**config.mk**
```make
export PLATFORM = sky130hd
export DESIGN_NAME = adc_channel_scan_scheduler_top
export DESIGN_NICKNAME = d
export VERILOG_FILES = /design/src/rtl/core/acs_pkg.sv /design/src/rtl/core/acs_ctrl.sv /design/src/rtl/core/acs_datapath.sv /design/src/rtl/core/adc_channel_scan_scheduler_top.sv
export SDC_FILE = /design/constraint.sdc
export NUM_CORES = 1
export LEC_CHECK = 0
export ABC_CLOCK_PERIOD_IN_PS = 4420
export BUFFER_PORTS_ARGS = -buffer_cell sky130_fd_sc_hd__buf_2
export CAP_MARGIN = 20
export CORE_MARGIN = 8
export CORE_UTILIZATION = 60
export CTS_CLUSTER_SIZE = 25
export DETAILED_ROUTE_END_ITERATION = 6
export PLACE_DENSITY = 0.77
export REMOVE_ABC_BUFFERS = 1
export SETUP_SLACK_MARGIN = 0.5
export SYNTH_ARGS = -nofsm -noshare
export SYNTH_HDL_FRONTEND = slang
export SYNTH_SLANG_ARGS = --single-unit
```
**constraint.sdc**
```tcl
create_clock -name i_clk -period 4.42 [get_ports i_clk]
set_input_delay 0.221 -clock i_clk [delete_from_list [all_inputs] [get_ports i_clk]]
set_output_delay 0.221 -clock i_clk [all_outputs]
set_load 0.02 [all_outputs]
```
**src/rtl/core/acs_pkg.sv**
```systemverilog
// shared constants and types for the adc channel scan scheduler
package acs_pkg;

    // default sizes
    localparam int DEF_CHANNELS    = 8;
    localparam int DEF_QUEUE_DEPTH = 4;

    // field widths
    localparam int ACTION_W = 3;
    localparam int CH_W     = 3;
    localparam int FILL_W   = 2;
    localparam int RAW_W    = 16;
    localparam int VALUE_W  = 10;
    localparam int PICK_W   = 4;
    localparam int S_DATA_W = 24;
    localparam int M_DATA_W = 24;

    // action codes
    localparam logic [ACTION_W-1:0] ACT_OPEN    = 3'd0;
    localparam logic [ACTION_W-1:0] ACT_CLOSE   = 3'd1;
    localparam logic [ACTION_W-1:0] ACT_SERVICE = 3'd2;
    localparam logic [ACTION_W-1:0] ACT_RESULT  = 3'd3;
    localparam logic [ACTION_W-1:0] ACT_WARMUP  = 3'd4;

    // commands from controller to datapath
    typedef struct packed {
        logic load;     // capture the input item
        logic exec;     // commit state and load the result register
    } t_acs_cmd;

endpackage

```
**src/rtl/core/acs_ctrl.sv**
```systemverilog
// controller state machine for the scan scheduler
module acs_ctrl (
    input  logic              i_clk,
    input  logic              i_rst_n,
    input  logic              s_axis_tvalid,
    output logic              s_axis_tready,
    output logic              m_axis_tvalid,
    input  logic              m_axis_tready,
    output acs_pkg::t_acs_cmd o_cmd
);

    localparam logic ST_IDLE = 1'b0;
    localparam logic ST_EXEC = 1'b1;

    logic r_state;
    logic n_state;
    logic r_out_valid;
    logic n_out_valid;
    logic out_free;

    assign out_free      = !r_out_valid || m_axis_tready;
    assign s_axis_tready = (r_state == ST_IDLE);
    assign m_axis_tvalid = r_out_valid;

    always_comb begin
        o_cmd.load = s_axis_tvalid && (r_state == ST_IDLE);
        o_cmd.exec = (r_state == ST_EXEC) && out_free;
        n_state    = r_state;
        case (r_state)
            ST_IDLE: begin
                if (o_cmd.load) begin
                    n_state = ST_EXEC;
                end
            end
            ST_EXEC: begin
                if (out_free) begin
                    n_state = ST_IDLE;
                end
            end
            default: begin
                n_state = ST_IDLE;
            end
        endcase
        if (o_cmd.exec) begin
            n_out_valid = 1'b1;
        end else if (m_axis_tready) begin
            n_out_valid = 1'b0;
        end else begin
            n_out_valid = r_out_valid;
        end
    end

    always_ff @(posedge i_clk) begin
        if (!i_rst_n) begin
            r_state     <= ST_IDLE;
            r_out_valid <= 1'b0;
        end else begin
            r_state     <= n_state;
            r_out_valid <= n_out_valid;
        end
    end

`ifndef NO_ASSERTIONS
    a_no_load_in_exec: assert property (@(posedge i_clk) disable iff (!i_rst_n)
        (r_state == ST_EXEC) |-> !o_cmd.load)
        else $error("item captured while previous item still executing");

    a_load_to_exec: assert property (@(posedge i_clk) disable iff (!i_rst_n)
        o_cmd.load |=> (r_state == ST_EXEC))
        else $error("captured item did not move to execute");

    a_exec_fills_out: assert property (@(posedge i_clk) disable iff (!i_rst_n)
        o_cmd.exec |=> r_out_valid)
        else $error("executed item produced no result");

    a_hold_when_blocked: assert property (@(posedge i_clk) disable iff (!i_rst_n)
        (r_state == ST_EXEC && r_out_valid && !m_axis_tready) |=> (r_state == ST_EXEC))
        else $error("execute left while result register still occupied");
`endif

endmodule

```
**src/rtl/core/acs_datapath.sv**
```systemverilog
// scheduler state, next-channel search and result register
module acs_datapath #(
    parameter int CHANNELS    = acs_pkg::DEF_CHANNELS,
    parameter int QUEUE_DEPTH = acs_pkg::DEF_QUEUE_DEPTH
) (
    input  logic                          i_clk,
    input  logic                          i_rst_n,
    input  acs_pkg::t_acs_cmd             i_cmd,
    input  logic                          i_cfg_wr_en,
    input  logic                          i_cfg_wr_data,
    input  logic [acs_pkg::ACTION_W-1:0]  i_action,
    input  logic [acs_pkg::CH_W-1:0]      i_channel,
    input  logic                          i_open_wide,
    input  logic [acs_pkg::FILL_W-1:0]    i_queue_fill,
    input  logic                          i_queue_empty,
    input  logic [acs_pkg::RAW_W-1:0]     i_raw_result,
    output logic                          o_accepted,
    output logic [acs_pkg::CH_W-1:0]      o_request_channel,
    output logic                          o_deliver,
    output logic [acs_pkg::CH_W-1:0]      o_deliver_channel,
    output logic [acs_pkg::VALUE_W-1:0]   o_deliver_value,
    output logic                          o_warming_up,
    output logic [acs_pkg::PICK_W-1:0]    o_next_pick
);

    localparam int IW = $clog2(CHANNELS);
    localparam int PW = $clog2(CHANNELS + 1);
    localparam int SW = PW + 1;

    // first open channel after from, wrapping, from itself last
    function automatic logic [PW-1:0] find_after(input logic [PW-1:0] from,
                                                 input logic [CHANNELS-1:0] mask);
        logic [PW-1:0] res;
        logic [SW-1:0] pos;
        res = PW'(CHANNELS);
        for (int k = CHANNELS; k >= 1; k--) begin
            pos = SW'(from) + SW'(k);
            if (pos >= SW'(CHANNELS)) begin
                pos = pos - SW'(CHANNELS);
            end
            if (mask[pos[IW-1:0]]) begin
                res = pos[PW-1:0];
            end
        end
        return res;
    endfunction

    // captured item
    logic [acs_pkg::ACTION_W-1:0] r_action;
    logic [acs_pkg::CH_W-1:0]     r_channel;
    logic                         r_open_wide;
    logic [acs_pkg::FILL_W-1:0]   r_queue_fill;
    logic                         r_queue_empty;
    logic [acs_pkg::RAW_W-1:0]    r_raw_result;

    // scheduler state
    logic                r_ten_bit;
    logic [CHANNELS-1:0] r_open;
    logic [CHANNELS-1:0] n_open;
    logic [PW-1:0]       r_ptr;
    logic [PW-1:0]       n_ptr;
    logic [CHANNELS-1:0] r_pend;
    logic [CHANNELS-1:0] n_pend;
    logic                r_warm;
    logic                n_warm;

    // result
    logic                         r_accepted;
    logic [acs_pkg::CH_W-1:0]     r_req;
    logic                         r_deliver;
    logic [acs_pkg::CH_W-1:0]     r_dch;
    logic [acs_pkg::VALUE_W-1:0]  r_dval;
    logic                         r_warm_out;
    logic [acs_pkg::PICK_W-1:0]   r_pick;
    logic                         n_accepted;
    logic [acs_pkg::CH_W-1:0]     n_req;
    logic                         n_deliver;
    logic [acs_pkg::CH_W-1:0]     n_dch;
    logic [acs_pkg::VALUE_W-1:0]  n_dval;

    logic                         ch_ok;
    logic [CHANNELS-1:0]          ch_bit;
    logic [acs_pkg::CH_W-1:0]     rch;
    logic                         rch_ok;
    logic [CHANNELS-1:0]          rch_bit;
    logic                         rch_open;
    logic                         q_full;
    logic                         ptr_valid;

    always_comb begin
        ch_ok     = (32'(r_channel) < 32'(CHANNELS));
        ch_bit    = ch_ok ? (CHANNELS'(1) << r_channel) : '0;
        rch       = r_raw_result[acs_pkg::CH_W-1:0];
        rch_ok    = (32'(rch) < 32'(CHANNELS));
        rch_bit   = rch_ok ? (CHANNELS'(1) << rch) : '0;
        rch_open  = |(r_open & rch_bit);
        q_full    = (r_queue_fill == acs_pkg::FILL_W'(QUEUE_DEPTH - 1)) && !r_queue_empty;
        ptr_valid = (32'(r_ptr) < 32'(CHANNELS));

        n_open     = r_open;
        n_ptr      = r_ptr;
        n_pend     = r_pend;
        n_warm     = r_warm;
        n_accepted = 1'b0;
        n_req      = '0;
        n_deliver  = 1'b0;
        n_dch      = '0;
        n_dval     = '0;

        case (r_action)
            acs_pkg::ACT_OPEN: begin
                if ((r_open_wide == r_ten_bit) && ch_ok) begin
                    n_open     = r_open | ch_bit;
                    n_accepted = 1'b1;
                    if (!ptr_valid) begin
                        n_ptr = PW'(r_channel);
                    end
                end
            end
            acs_pkg::ACT_CLOSE: begin
                if (ch_ok) begin
                    n_open = r_open & ~ch_bit;
                    n_pend = r_pend & ~ch_bit;
                    if (r_ptr == PW'(r_channel)) begin
                        n_ptr = find_after(PW'(r_channel), n_open);
                    end
                end
            end
            acs_pkg::ACT_SERVICE: begin
                if (ptr_valid && !q_full) begin
                    n_accepted = 1'b1;
                    n_req      = acs_pkg::CH_W'(r_ptr);
                    n_ptr      = find_after(r_ptr, r_open);
                end
            end
            acs_pkg::ACT_RESULT: begin
                if (rch_open) begin
                    n_deliver = 1'b1;
                    n_dch     = rch;
                    n_dval    = r_ten_bit ? r_raw_result[15:6] : {2'b00, r_raw_result[15:8]};
                    n_pend    = r_pend & ~rch_bit;
                end
                if (r_warm && ((n_pend & r_open) == '0)) begin
                    n_warm = 1'b0;
                end
            end
            acs_pkg::ACT_WARMUP: begin
                if (r_ten_bit) begin
                    n_pend = r_open;
                    n_warm = 1'b1;
                end
            end
            default: begin
                n_open = r_open;
            end
        endcase
    end

    // input capture and result register load, payload only
    always_ff @(posedge i_clk) begin
        if (i_cmd.load) begin
            r_action      <= i_action;
            r_channel     <= i_channel;
            r_open_wide   <= i_open_wide;
            r_queue_fill  <= i_queue_fill;
            r_queue_empty <= i_queue_empty;
            r_raw_result  <= i_raw_result;
        end
        if (i_cmd.exec) begin
            r_accepted <= n_accepted;
            r_req      <= n_req;
            r_deliver  <= n_deliver;
            r_dch      <= n_dch;
            r_dval     <= n_dval;
            r_warm_out <= n_warm;
            r_pick     <= acs_pkg::PICK_W'(n_ptr);
        end
    end

    always_ff @(posedge i_clk) begin
        if (!i_rst_n) begin
            r_ten_bit <= 1'b1;
            r_open    <= '0;
            r_ptr     <= PW'(CHANNELS);
            r_pend    <= '0;
            r_warm    <= 1'b0;
        end else begin
            if (i_cfg_wr_en) begin
                r_ten_bit <= i_cfg_wr_data;
            end
            if (i_cmd.exec) begin
                r_open <= n_open;
                r_ptr  <= n_ptr;
                r_pend <= n_pend;
                r_warm <= n_warm;
            end
        end
    end

    assign o_accepted        = r_accepted;
    assign o_request_channel = r_req;
    assign o_deliver         = r_deliver;
    assign o_deliver_channel = r_dch;
    assign o_deliver_value   = r_dval;
    assign o_warming_up      = r_warm_out;
    assign o_next_pick       = r_pick;

endmodule

```
**src/rtl/core/adc_channel_scan_scheduler_top.sv**
```systemverilog
// top level of the round-robin adc channel scan scheduler
//
// input channel (s_axis): one item is one action; tuser carries the action code
//   (open, close, service, conversion result, start warmup), tdata the operands
// output channel (m_axis): exactly one result item per input item, in order
// config: i_cfg_wr_en / i_cfg_wr_data write ten_bit_mode (1 = 10-bit results
//   and opens); write only while the block is idle
// timing: an item is captured at its accept edge, executed on the next edge
//   into the result register, so m_axis_tvalid rises one cycle after accept
// throughput: one item every 2 cycles, set by the capture/execute controller;
//   the next-channel search is a rotate and priority pick within the execute cycle
// stall: while a result waits on m_axis_tready the next item can still be
//   captured; it then holds in execute until the result register frees up
// reset (i_rst_n low, synchronous): no channel open, next pick = none,
//   warmup idle, ten_bit_mode = 1, output empty
module adc_channel_scan_scheduler_top #(
    parameter int CHANNELS    = acs_pkg::DEF_CHANNELS,
    parameter int QUEUE_DEPTH = acs_pkg::DEF_QUEUE_DEPTH
) (
    input  logic                            i_clk,
    input  logic                            i_rst_n,
    // configuration
    input  logic                            i_cfg_wr_en,
    input  logic                            i_cfg_wr_data,  // ten_bit_mode
    // input item stream
    input  logic                            s_axis_tvalid,
    output logic                            s_axis_tready,
    // channel[2:0], open_wide[3], queue_fill[5:4], queue_empty[6],
    // raw_result[22:7], zero pad [23]
    input  logic [acs_pkg::S_DATA_W-1:0]    s_axis_tdata,
    // action[2:0]
    input  logic [acs_pkg::ACTION_W-1:0]    s_axis_tuser,
    // result item stream
    output logic                            m_axis_tvalid,
    input  logic                            m_axis_tready,
    // accepted[0], request_channel[3:1], deliver[4], deliver_channel[7:5],
    // deliver_value[17:8], warming_up[18], next_pick[22:19], zero pad [23]
    output logic [acs_pkg::M_DATA_W-1:0]    m_axis_tdata
);

    acs_pkg::t_acs_cmd cmd;

    logic                          accepted;
    logic [acs_pkg::CH_W-1:0]      request_channel;
    logic                          deliver;
    logic [acs_pkg::CH_W-1:0]      deliver_channel;
    logic [acs_pkg::VALUE_W-1:0]   deliver_value;
    logic                          warming_up;
    logic [acs_pkg::PICK_W-1:0]    next_pick;

    // capture / execute sequencing and output valid
    acs_ctrl u_ctrl (
        .i_clk         (i_clk),
        .i_rst_n       (i_rst_n),
        .s_axis_tvalid (s_axis_tvalid),
        .s_axis_tready (s_axis_tready),
        .m_axis_tvalid (m_axis_tvalid),
        .m_axis_tready (m_axis_tready),
        .o_cmd         (cmd)
    );

    // channel mask, pointer, warmup tracking and result register
    acs_datapath #(
        .CHANNELS    (CHANNELS),
        .QUEUE_DEPTH (QUEUE_DEPTH)
    ) u_datapath (
        .i_clk             (i_clk),
        .i_rst_n           (i_rst_n),
        .i_cmd             (cmd),
        .i_cfg_wr_en       (i_cfg_wr_en),
        .i_cfg_wr_data     (i_cfg_wr_data),
        .i_action          (s_axis_tuser),
        .i_channel         (s_axis_tdata[2:0]),
        .i_open_wide       (s_axis_tdata[3]),
        .i_queue_fill      (s_axis_tdata[5:4]),
        .i_queue_empty     (s_axis_tdata[6]),
        .i_raw_result      (s_axis_tdata[22:7]),
        .o_accepted        (accepted),
        .o_request_channel (request_channel),
        .o_deliver         (deliver),
        .o_deliver_channel (deliver_channel),
        .o_deliver_value   (deliver_value),
        .o_warming_up      (warming_up),
        .o_next_pick       (next_pick)
    );

    // pack result fields, lowest first
    assign m_axis_tdata = {1'b0, next_pick, warming_up, deliver_value, deliver_channel,
                           deliver, request_channel, accepted};

endmodule

```
==> impl_results.html, run 1 <==
<table>
<tr><th>Metric</th><th>Value</th></tr>
<tr><th colspan="2">Routing</th></tr>
<tr><td>Via count normalized by instance count</td><td>6.49</td></tr>
<tr><td>Initial DRC count</td><td>468</td></tr>
<tr><td>Post-detailed-route count of antenna-violating nets</td><td>0</td></tr>
<tr><td>Detailed-routing iteration count for the pre-antenna-repair pass</td><td>5</td></tr>
<tr><td>Final routed wire length divided by cell count</td><td>between 20 and 25 um</td></tr>
<tr><td>Count of unresolved DRC violations after routing</td><td>0</td></tr>
<tr><td>Wire length reported by the detailed router</td><td>approximately 14000 um</td></tr>
<tr><td>Total number of vias</td><td>4550</td></tr>
<tr><th colspan="2">Timing</th></tr>
<tr><td>Fin Clk Skew</td><td>13.6 ps</td></tr>
<tr><td>Total count of hold-check failures in the final report</td><td>0</td></tr>
<tr><td>Final-report max-slew violation count</td><td>0</td></tr>
<tr><td>FMAX</td><td>~270 MHz</td></tr>
<tr><td>Final setup violation count</td><td>0</td></tr>
<tr><td>Setup repair after global routing missed its margin</td><td>false</td></tr>
<tr><td>Final min period</td><td>approximately 3700 ps</td></tr>
<tr><td>Max-Slew Margin vs Limit</td><td>between 30% and 40%</td></tr>
<tr><td>Tcrit/Tclk final</td><td>between 80% and 90%</td></tr>
<tr><td>Summed negative setup slack over all endpoints</td><td>0 ps</td></tr>
<tr><td>Slew at the pin closest to its max-slew limit</td><td>approximately 1000 ps</td></tr>
<tr><th colspan="2">Logic synthesis</th></tr>
<tr><td>Fraction of synthesized cell area taken by the top area cell type</td><td>26.1%</td></tr>
<tr><td>Mux cell area share after synthesis</td><td>17.8%</td></tr>
<tr><td>Post-synthesis cell type with the largest combined area</td><td>edfxtp_1</td></tr>
<tr><td>FF+latch count, synth</td><td>70</td></tr>
<tr><td>Post-synthesis instance area</td><td>~0.0053 mm^2</td></tr>
<tr><td>Synthesized-area fraction occupied by ao, oa, aoi and oai cells</td><td>approximately a fifth</td></tr>
<tr><td>Most used DFF post-synth</td><td>edfxtp_1</td></tr>
<tr><td>Simple logic cell fraction of the synthesized area</td><td>14.7%</td></tr>
<tr><td>Largest family of logic cells by synthesized area</td><td>compound AO/OA/AOI/OAI gates</td></tr>
<tr><td>Share of synthesized area occupied by flip-flops and latches</td><td>a little over a third</td></tr>
<tr><td>Synthesized-area fraction occupied by xor and xnor cells</td><td>1.65%</td></tr>
<tr><td>EDFF count, synth</td><td>46</td></tr>
<tr><td>Count of unique library cells instantiated by Yosys</td><td>65</td></tr>
<tr><td>Post-Synthesis Mean Instance Area</td><td>9.51 um^2</td></tr>
<tr><td>Synth async-reset ratio</td><td>0%</td></tr>
<tr><td>Synthesized instance count</td><td>between 500 and 600</td></tr>
<tr><td>Synth Warn #</td><td>0</td></tr>
<tr><td>Fraction of the mapped netlist area in adder cells</td><td>4.49%</td></tr>
<tr><td>Top cells by area in the synthesized netlist</td><td>edfxtp_1, mux4_2, dfxtp_1, mux2i_1, ha_1</td></tr>
<tr><th colspan="2">CTS</th></tr>
<tr><td>Clock Sinks</td><td>70</td></tr>
<tr><td>CTS-repair resized insts</td><td>0</td></tr>
<tr><td>Clock latency on the worst-skew pair</td><td>350 ps</td></tr>
<tr><td>CTS tree</td><td>done</td></tr>
<tr><td>Buffers from clock root to sink, at most</td><td>2</td></tr>
<tr><td>Buffer count from post-CTS setup fixing</td><td>0</td></tr>
<tr><td>Root buffer cell</td><td>clkbuf_8</td></tr>
<tr><td>Clock-pin slew of the registers on the worst-case setup and hold paths</td><td>roughly 90 ps</td></tr>
<tr><td>Count of hold-fix buffers inserted at cts</td><td>0</td></tr>
<tr><td>Number of clock buffers inserted by TritonCTS</td><td>9</td></tr>
<tr><td>H-tree depth</td><td>3</td></tr>
<tr><th colspan="2">Hold path</th></tr>
<tr><td>Hold EP</td><td>u_datapath.r_queue_fill[1]</td></tr>
<tr><td>Hold path startpoint</td><td>s_axis_tdata[5]</td></tr>
<tr><td>Worst min-delay path category</td><td>in -&gt; reg</td></tr>
<tr><td>Hold depth</td><td>1</td></tr>
<tr><th colspan="2">Placement</th></tr>
<tr><td>RePlAce Congestion</td><td>about 0.9</td></tr>
<tr><td>Port Buf Inserts</td><td>53</td></tr>
<tr><td>Half-perimeter wire length after detailed placement</td><td>between 10000 and 15000 um</td></tr>
<tr><td>Placed cell area</td><td>0.00556 mm^2</td></tr>
<tr><th colspan="2">Die</th></tr>
<tr><td>Initial Util</td><td>between 60% and 70%</td></tr>
<tr><td>Die outline width</td><td>about 110 um</td></tr>
<tr><td>Ports</td><td>59</td></tr>
<tr><td>Core region area</td><td>approximately 0.0086 mm^2</td></tr>
<tr><td>Total Die Area</td><td>between 0.01 and 0.015 mm^2</td></tr>
<tr><td>Standard-cell row count</td><td>34</td></tr>
<tr><td>Vert. Die Dim</td><td>about 110 um</td></tr>
<tr><th colspan="2">Pwr</th></tr>
<tr><td>Part of the power in registers</td><td>between 40% and 50%</td></tr>
<tr><td>Worst voltage drop across the vdd grid</td><td>0.265 mV</td></tr>
<tr><td>Switching power as a share of total power</td><td>around 29%</td></tr>
<tr><td>Net switching power</td><td>between 400 and 500 uW</td></tr>
<tr><td>Leakage dissipation</td><td>approximately 0.0022 uW</td></tr>
<tr><td>Relative contribution of the clock network to total power</td><td>a little over a third</td></tr>
<tr><td>Internal power consumption</td><td>roughly 1200 uW</td></tr>
<tr><td>Power Density</td><td>about 290 mW/mm^2</td></tr>
<tr><td>Combinational share of power</td><td>around a fifth</td></tr>
<tr><th colspan="2">Critical path</th></tr>
<tr><td>Reg2Reg Setup Slack</td><td>~670 ps</td></tr>
<tr><td>Maximum fanout along the worst path</td><td>10</td></tr>
<tr><td>WP data arrival</td><td>3860 ps</td></tr>
<tr><td>Crit Reg-Reg Endpoint</td><td>u_datapath.o_next_pick[3]</td></tr>
<tr><td>Worst flop-to-flop path startpoint</td><td>u_datapath.r_channel[0]</td></tr>
<tr><td>Endpoint class of the critical path</td><td>register</td></tr>
<tr><td>FF-to-FF path depth</td><td>9</td></tr>
<tr><td>Startpoint kind of the worst setup timing path</td><td>register</td></tr>
<tr><td>CP Data Required Time</td><td>4530 ps</td></tr>
<tr><td>Critical path type</td><td>reg -&gt; reg</td></tr>
<tr><th colspan="2">Finish</th></tr>
<tr><td>Area growth from synthesis to final layout</td><td>9.68%</td></tr>
<tr><td>Final Cell Area</td><td>approximately 0.0058 mm^2</td></tr>
<tr><td>Fraction of final layout cells sized beyond drive strength 1</td><td>20.7%</td></tr>
<tr><td>Final nets</td><td>640</td></tr>
<tr><td>Antenna diodes</td><td>0</td></tr>
<tr><td>Fillcell total</td><td>slightly below 700</td></tr>
<tr><th colspan="2">Global route</th></tr>
<tr><td>Global-route wire length before repair</td><td>approximately 22000 um</td></tr>
<tr><td>Largest net degree at the start of global routing</td><td>36</td></tr>
<tr><td>Global-route usage over all layers</td><td>roughly a quarter</td></tr>
<tr><td>Grt total ovfl</td><td>0</td></tr>
<tr><td>Number of antenna violations at the first check in global routing</td><td>0</td></tr>
<tr><td>Number of global-route vias before repair</td><td>roughly 4400</td></tr>
<tr><th colspan="2">Run status</th></tr>
<tr><td>Status</td><td>complete, no violations</td></tr>
<tr><th colspan="2">Flow run</th></tr>
<tr><td>Total of max-cap violations</td><td>0</td></tr>
</table>
## critical path, stage by stage (launching register included)
cell	delay, ps
edfxtp_1	540
clkinv_1	380
ha_1	420
and2b_2	280
o21ai_0	660
mux4_2	450
nor2_1	60
a41oi_1	300
a311o_1	330
nand2_1	90
## final cells by class
cell class              count  area (um^2)  area share [%]
clock buffers               9          124            2.13
clock inverters             7          100            1.72
inverters                  22         82.6            1.42
multi-input cells         422         3150            54.2
flip-flops and latches     70         1860            32.0
well taps                 108          135            2.33
repair buffers             63          360            6.20
## layer usage
| metal | vias to the layer above | wire, um | track usage, % | part of all wire (%) |
|---|---|---|---|---|
| met3 | 24 | 977 | 5.70 | 6.9 |
| met1 | 2204 | 6140 | 32.1 | 43 |
| met2 | 169 | 6630 | 36.3 | 47 |
| met4 | 0 | 374 | 9.16 | 2.6 |
| met5 | - | 0 | 0 | 0 |
| li1 | 2153 | - | - | - |
## Yosys cell counts (4+ instances only)
master / instances
and2_1: 8
a211oi_1: 4
xor2_1: 5
ha_1: 19
o21ai_0: 38
a31oi_1: 15
nand2_1: 55
o22a_1: 6
nor2_1: 57
a21oi_1: 31
o22ai_1: 9
a21boi_0: 7
o31ai_1: 5
nand2b_1: 10
o211ai_1: 6
dfxtp_1: 24
mux2i_1: 29
inv_1: 18
xnor2_1: 5
mux2_2: 4
nand3_1: 7
nor4_1: 4
nor2b_1: 8
clkbuf_1: 25
buf_4: 6
nor3_1: 7
buf_2: 8
and3_1: 4
mux4_2: 27
edfxtp_1: 46
## how the worst max path moves through the flow
| stage | startpoint | end | slack, ps | cells after the start |
|---|---|---|---|---|
| finish | u_datapath.r_channel[0] | u_datapath.o_next_pick[3] | 670 | 9 |
| global route | u_datapath.r_channel[0] | u_datapath.o_next_pick[3] | 500 | 9 |
| CTS | u_datapath.r_channel[0] | u_datapath.o_next_pick[3] | 760 | 9 |
| detailed placement | u_datapath.r_channel[0] | u_datapath.o_next_pick[3] | 780 | 9 |
| global placement | u_datapath.r_channel[0] | u_datapath.o_next_pick[3] | 820 | 9 |
| floorplan | u_datapath.r_ptr[0] | u_datapath.o_next_pick[0] | 780 | 9 |
## cell families (layout without fill, tap and decap cells)
group,Yosys count,in the layout
muxes,60,60
other,1,1
xor gates and xnor gates,10,10
and+or+nand+nor,170,170
buffers and inverters,65,101
AOI/OAI and AO/OA,162,162
adders and majority gates,19,19
DFF,70,70
## cell usage in the layout, fill, tap and decap left out, drive strengths merged, types with 6 or more instances in the layout
master	netlist	routed
buf	18	63
nor2	57	57
nand2	55	55
edfxtp	46	46
o21ai	38	38
a21oi	31	31
mux2i	29	29
mux4	27	27
dfxtp	24	24
inv	20	24
ha	19	19
a31oi	15	15
nand2b	10	10
o22ai	9	9
clkbuf	25	9
and2	8	8
nor2b	8	8
nor3	7	7
nand3	7	7
a21boi	7	7
o211ai	6	6
o22a	6	6
## power groups by stage
stage | Sequential [uW] | Combinational, uW | Clock [uW]
6_report | 758 | 309 | 592
5_1_grt | 763 | 335 | 630
4_1_cts | 759 | 302 | 601
3_5_place_dp | 773 | 301 | 0
3_3_place_gp | 771 | 296 | 0
2_1_floorplan | 801 | 176 | 0
## stage by stage
| step | cells | utilization, % | setup WS (ps) | power [uW] | hold WS [ps] |
|---|---|---|---|---|---|
| final | 701 | 67.3 | 670 | 1660 | 34.7 |
| after global routing | 701 | 67.3 | 501 | 1730 | 16.3 |
| after CTS | 700 | 67.0 | 763 | 1660 | 29.2 |
| after detailed placement | 684 | 64.4 | 780 | 1070 | 399 |
| after global placement | 684 | 64.4 | 824 | 1070 | 397 |
| after floorplan | 514 | - | 775 | 977 | 283 |
(Power assumes the default switching activity.)
==> run 2: changes to the inputs <==
--- a/config.mk
+++ b/config.mk
@@ -5,14 +5,14 @@
 export SDC_FILE = /design/constraint.sdc
 export NUM_CORES = 1
 export LEC_CHECK = 0
-export ABC_CLOCK_PERIOD_IN_PS = 4420
+export ABC_CLOCK_PERIOD_IN_PS = 3400
 export BUFFER_PORTS_ARGS = -buffer_cell sky130_fd_sc_hd__buf_2
 export CAP_MARGIN = 20
 export CORE_MARGIN = 8
-export CORE_UTILIZATION = 60
+export CORE_UTILIZATION = 54
 export CTS_CLUSTER_SIZE = 25
 export DETAILED_ROUTE_END_ITERATION = 6
-export PLACE_DENSITY = 0.77
+export PLACE_DENSITY = 0.73
 export REMOVE_ABC_BUFFERS = 1
 export SETUP_SLACK_MARGIN = 0.5
 export SYNTH_ARGS = -nofsm -noshare
==> constraint.sdc (replaced) <==
create_clock -name i_clk -period 3.4 [get_ports i_clk]
set_input_delay 0.17 -clock i_clk [delete_from_list [all_inputs] [get_ports i_clk]]
set_output_delay 0.17 -clock i_clk [all_outputs]
set_load 0.02 [all_outputs]
==> run 2 against run 1 <==
Net effect:
- cell count increased by 12%
- setup slack worse by 220 ps
- register-to-register slack got worse by 220 ps
- via count grew 7.1%
- largest power group unchanged
- count of clock-buffer cells in the layout did not move
- clock skew fell by 1.3 ps
- maximum frequency rose by 27%
- sequential power increased by 29%
- design area increased by 12%
- clock power up 14%
==> impl_results.html, run 2 (synthesis results as in run 1) <==
<table>
<tr><th>Metric</th><th>Value</th></tr>
<tr><th colspan="2">CTS</th></tr>
<tr><td>CTS tree</td><td>done</td></tr>
<tr><td>H-tree depth</td><td>3</td></tr>
<tr><td>Clock Sinks</td><td>70</td></tr>
<tr><td>Clock latency on the worst-skew pair</td><td>roughly 350 ps</td></tr>
<tr><td>Root buffer cell</td><td>clkbuf_8</td></tr>
<tr><td>Buffers from clock root to sink, at most</td><td>2</td></tr>
<tr><td>Clock-pin slew of the registers on the worst-case setup and hold paths</td><td>about 80 ps</td></tr>
<tr><td>Number of clock buffers inserted by TritonCTS</td><td>9</td></tr>
<tr><th colspan="2">Routing</th></tr>
<tr><td>Count of unresolved DRC violations after routing</td><td>0</td></tr>
<tr><td>Total number of vias</td><td>between 4000 and 5000</td></tr>
<tr><td>Initial DRC count</td><td>450</td></tr>
<tr><td>Detailed-routing iteration count for the pre-antenna-repair pass</td><td>7</td></tr>
<tr><td>Via count normalized by instance count</td><td>between 6 and 7</td></tr>
<tr><td>Final routed wire length divided by cell count</td><td>roughly 19 um</td></tr>
<tr><td>Wire length reported by the detailed router</td><td>15000 um</td></tr>
<tr><td>Post-detailed-route count of antenna-violating nets</td><td>0</td></tr>
<tr><th colspan="2">Critical path</th></tr>
<tr><td>CP Data Required Time</td><td>3620 ps</td></tr>
<tr><td>Startpoint kind of the worst setup timing path</td><td>register</td></tr>
<tr><td>WP data arrival</td><td>3170 ps</td></tr>
<tr><td>Maximum fanout along the worst path</td><td>5</td></tr>
<tr><td>Critical path type</td><td>reg -&gt; reg</td></tr>
<tr><td>Endpoint class of the critical path</td><td>register</td></tr>
<tr><th colspan="2">Finish</th></tr>
<tr><td>Highest-count cells in the layout ignoring fill and taps</td><td>nor2_1, nand2_1, buf_2, edfxtp_1, buf_4</td></tr>
<tr><td>Area growth from synthesis to final layout</td><td>22.9%</td></tr>
<tr><td>Final design utilization</td><td>67.5%</td></tr>
<tr><td>Fraction of final layout cells sized beyond drive strength 1</td><td>approximately 29%</td></tr>
<tr><td>Most common cell after layout, fill and taps aside</td><td>nor2_1</td></tr>
<tr><td>Final nets</td><td>between 600 and 700</td></tr>
<tr><td>Final Cell Area</td><td>~0.0065 mm^2</td></tr>
<tr><td>Antenna diodes</td><td>0</td></tr>
<tr><th colspan="2">Placement</th></tr>
<tr><td>Port Buf Inserts</td><td>53</td></tr>
<tr><td>Placed cell area</td><td>0.00577 mm^2</td></tr>
<tr><td>Half-perimeter wire length after detailed placement</td><td>between 10000 and 15000 um</td></tr>
<tr><td>RePlAce Congestion</td><td>roughly 0.96</td></tr>
<tr><th colspan="2">Timing</th></tr>
<tr><td>Setup repair after global routing missed its margin</td><td>true</td></tr>
<tr><td>Final-report max-slew violation count</td><td>0</td></tr>
<tr><td>Fin Hold WS</td><td>between 20 and 30 ps</td></tr>
<tr><td>Total count of hold-check failures in the final report</td><td>0</td></tr>
<tr><td>Tcrit/Tclk final</td><td>86.8%</td></tr>
<tr><td>Final setup violation count</td><td>0</td></tr>
<tr><td>Final min period</td><td>between 2000 and 3000 ps</td></tr>
<tr><td>FMAX</td><td>roughly 340 MHz</td></tr>
<tr><td>Fin Clk Skew</td><td>12.3 ps</td></tr>
<tr><td>Max-Slew Margin vs Limit</td><td>between 20% and 30%</td></tr>
<tr><td>Slew at the pin closest to its max-slew limit</td><td>1090 ps</td></tr>
<tr><th colspan="2">Die</th></tr>
<tr><td>Total Die Area</td><td>approximately 0.013 mm^2</td></tr>
<tr><td>Initial Util</td><td>between 50 and 60%</td></tr>
<tr><td>Standard-cell row count</td><td>36</td></tr>
<tr><td>Vert. Die Dim</td><td>approximately 120 um</td></tr>
<tr><td>Core region area</td><td>a little under 0.01 mm^2</td></tr>
<tr><td>Ports</td><td>59</td></tr>
<tr><td>Die outline width</td><td>115 um</td></tr>
<tr><th colspan="2">Global route</th></tr>
<tr><td>Number of antenna violations at the first check in global routing</td><td>0</td></tr>
<tr><td>Largest net degree at the start of global routing</td><td>36</td></tr>
<tr><td>Number of global-route vias before repair</td><td>roughly 4600</td></tr>
<tr><td>Grt total ovfl</td><td>0</td></tr>
<tr><td>Global-route usage over all layers</td><td>~22%</td></tr>
<tr><td>Global-route wire length before repair</td><td>between 20000 and 25000 um</td></tr>
<tr><th colspan="2">Flow run</th></tr>
<tr><td>Total of max-cap violations</td><td>0</td></tr>
<tr><th colspan="2">Pwr</th></tr>
<tr><td>Power Density</td><td>roughly 330 mW/mm^2</td></tr>
<tr><td>Overall power of the completed layout</td><td>~2100 uW</td></tr>
<tr><td>Leakage dissipation</td><td>between 0.002 and 0.0025 uW</td></tr>
<tr><td>Worst voltage drop across the vdd grid</td><td>~0.30 mV</td></tr>
<tr><th colspan="2">Run status</th></tr>
<tr><td>Status</td><td>complete, no violations</td></tr>
<tr><th colspan="2">Hold path</th></tr>
<tr><td>Worst min-delay path category</td><td>in -&gt; reg</td></tr>
</table>
## run 2: changes by cell type in the layout (fill, tap and decap cells not counted), sizes merged
cell,delta
bufinv,-1
inv,-2
clkinvlp,+1
clkinv,+2
dlygate4sd3,+21
buf,+38
## run 2: through the flow
| step | std cells | worst slack, ps | setup TNS [ps] |
|---|---|---|---|
| floorplan | 514 | -245 | -451 |
| global placement | 733 | 310 | 0 |
| detailed placement | 733 | 251 | 0 |
| CTS | 772 | 487 | 0 |
| global route | 785 | 340 | 0 |
| finish | 785 | 449 | 0 |
## run 2: cell type report
type | instances | area, um^2
Timing Repair Buffer | 122 | 855
Fill cell | 773 | 3130
Sequential cell | 70 | 1860
Multi-Input combinational cell | 422 | 3340
Inverter | 22 | 85.1
Clock inverter | 7 | 73.8
Tap cell | 133 | 166
Clock buffer | 9 | 124
## run 2: worst max-delay path, stage by stage (launching register included)
cell,delay [ps]
edfxtp_1,410
buf_6,150
buf_6,110
ha_4,170
a21bo_4,230
mux2_4,290
mux4_2,550
a2111oi_4,320
o21bai_1,130
a311o_1,370
nand2_1,90
## run 2: what timing repair did
item / CTS / global route
buffers inserted: 3 / 11
hold endpoints to repair: 20 / 1
pin swaps: 4 / 8
resized for setup: 22 / 21
endpoints found under the setup margin: 8 / 8
hold buffers: 20 / 1
## run 2: layer usage
layer | vias up | GRT usage [%] | routed length [um]
li1 | 2270 | - | -
met1 | 2331 | 28.2 | 6110
met2 | 247 | 36.6 | 7390
met3 | 23 | 5.04 | 1140
met4 | 0 | 7.01 | 334
met5 | - | 0 | 0
## run 2: where the power goes
group	internal [uW]	switching [uW]	total [uW]
clock	341	332	673
combinational	218	281	499
sequential	952	25.7	978
total	1510	639	2150
## run 2: final timing paths
path,from,endpoint,slack (ps),cells after the start
worst min register to register,u_datapath.r_pend[0],u_datapath.r_pend[0],490,2
worst max register to register,u_datapath.r_channel[1],u_datapath.o_next_pick[3],450,10
worst min-delay path,s_axis_tdata[14],u_datapath.r_raw_result[7],30,1
worst max-delay path,u_datapath.r_channel[1],u_datapath.o_next_pick[3],450,10
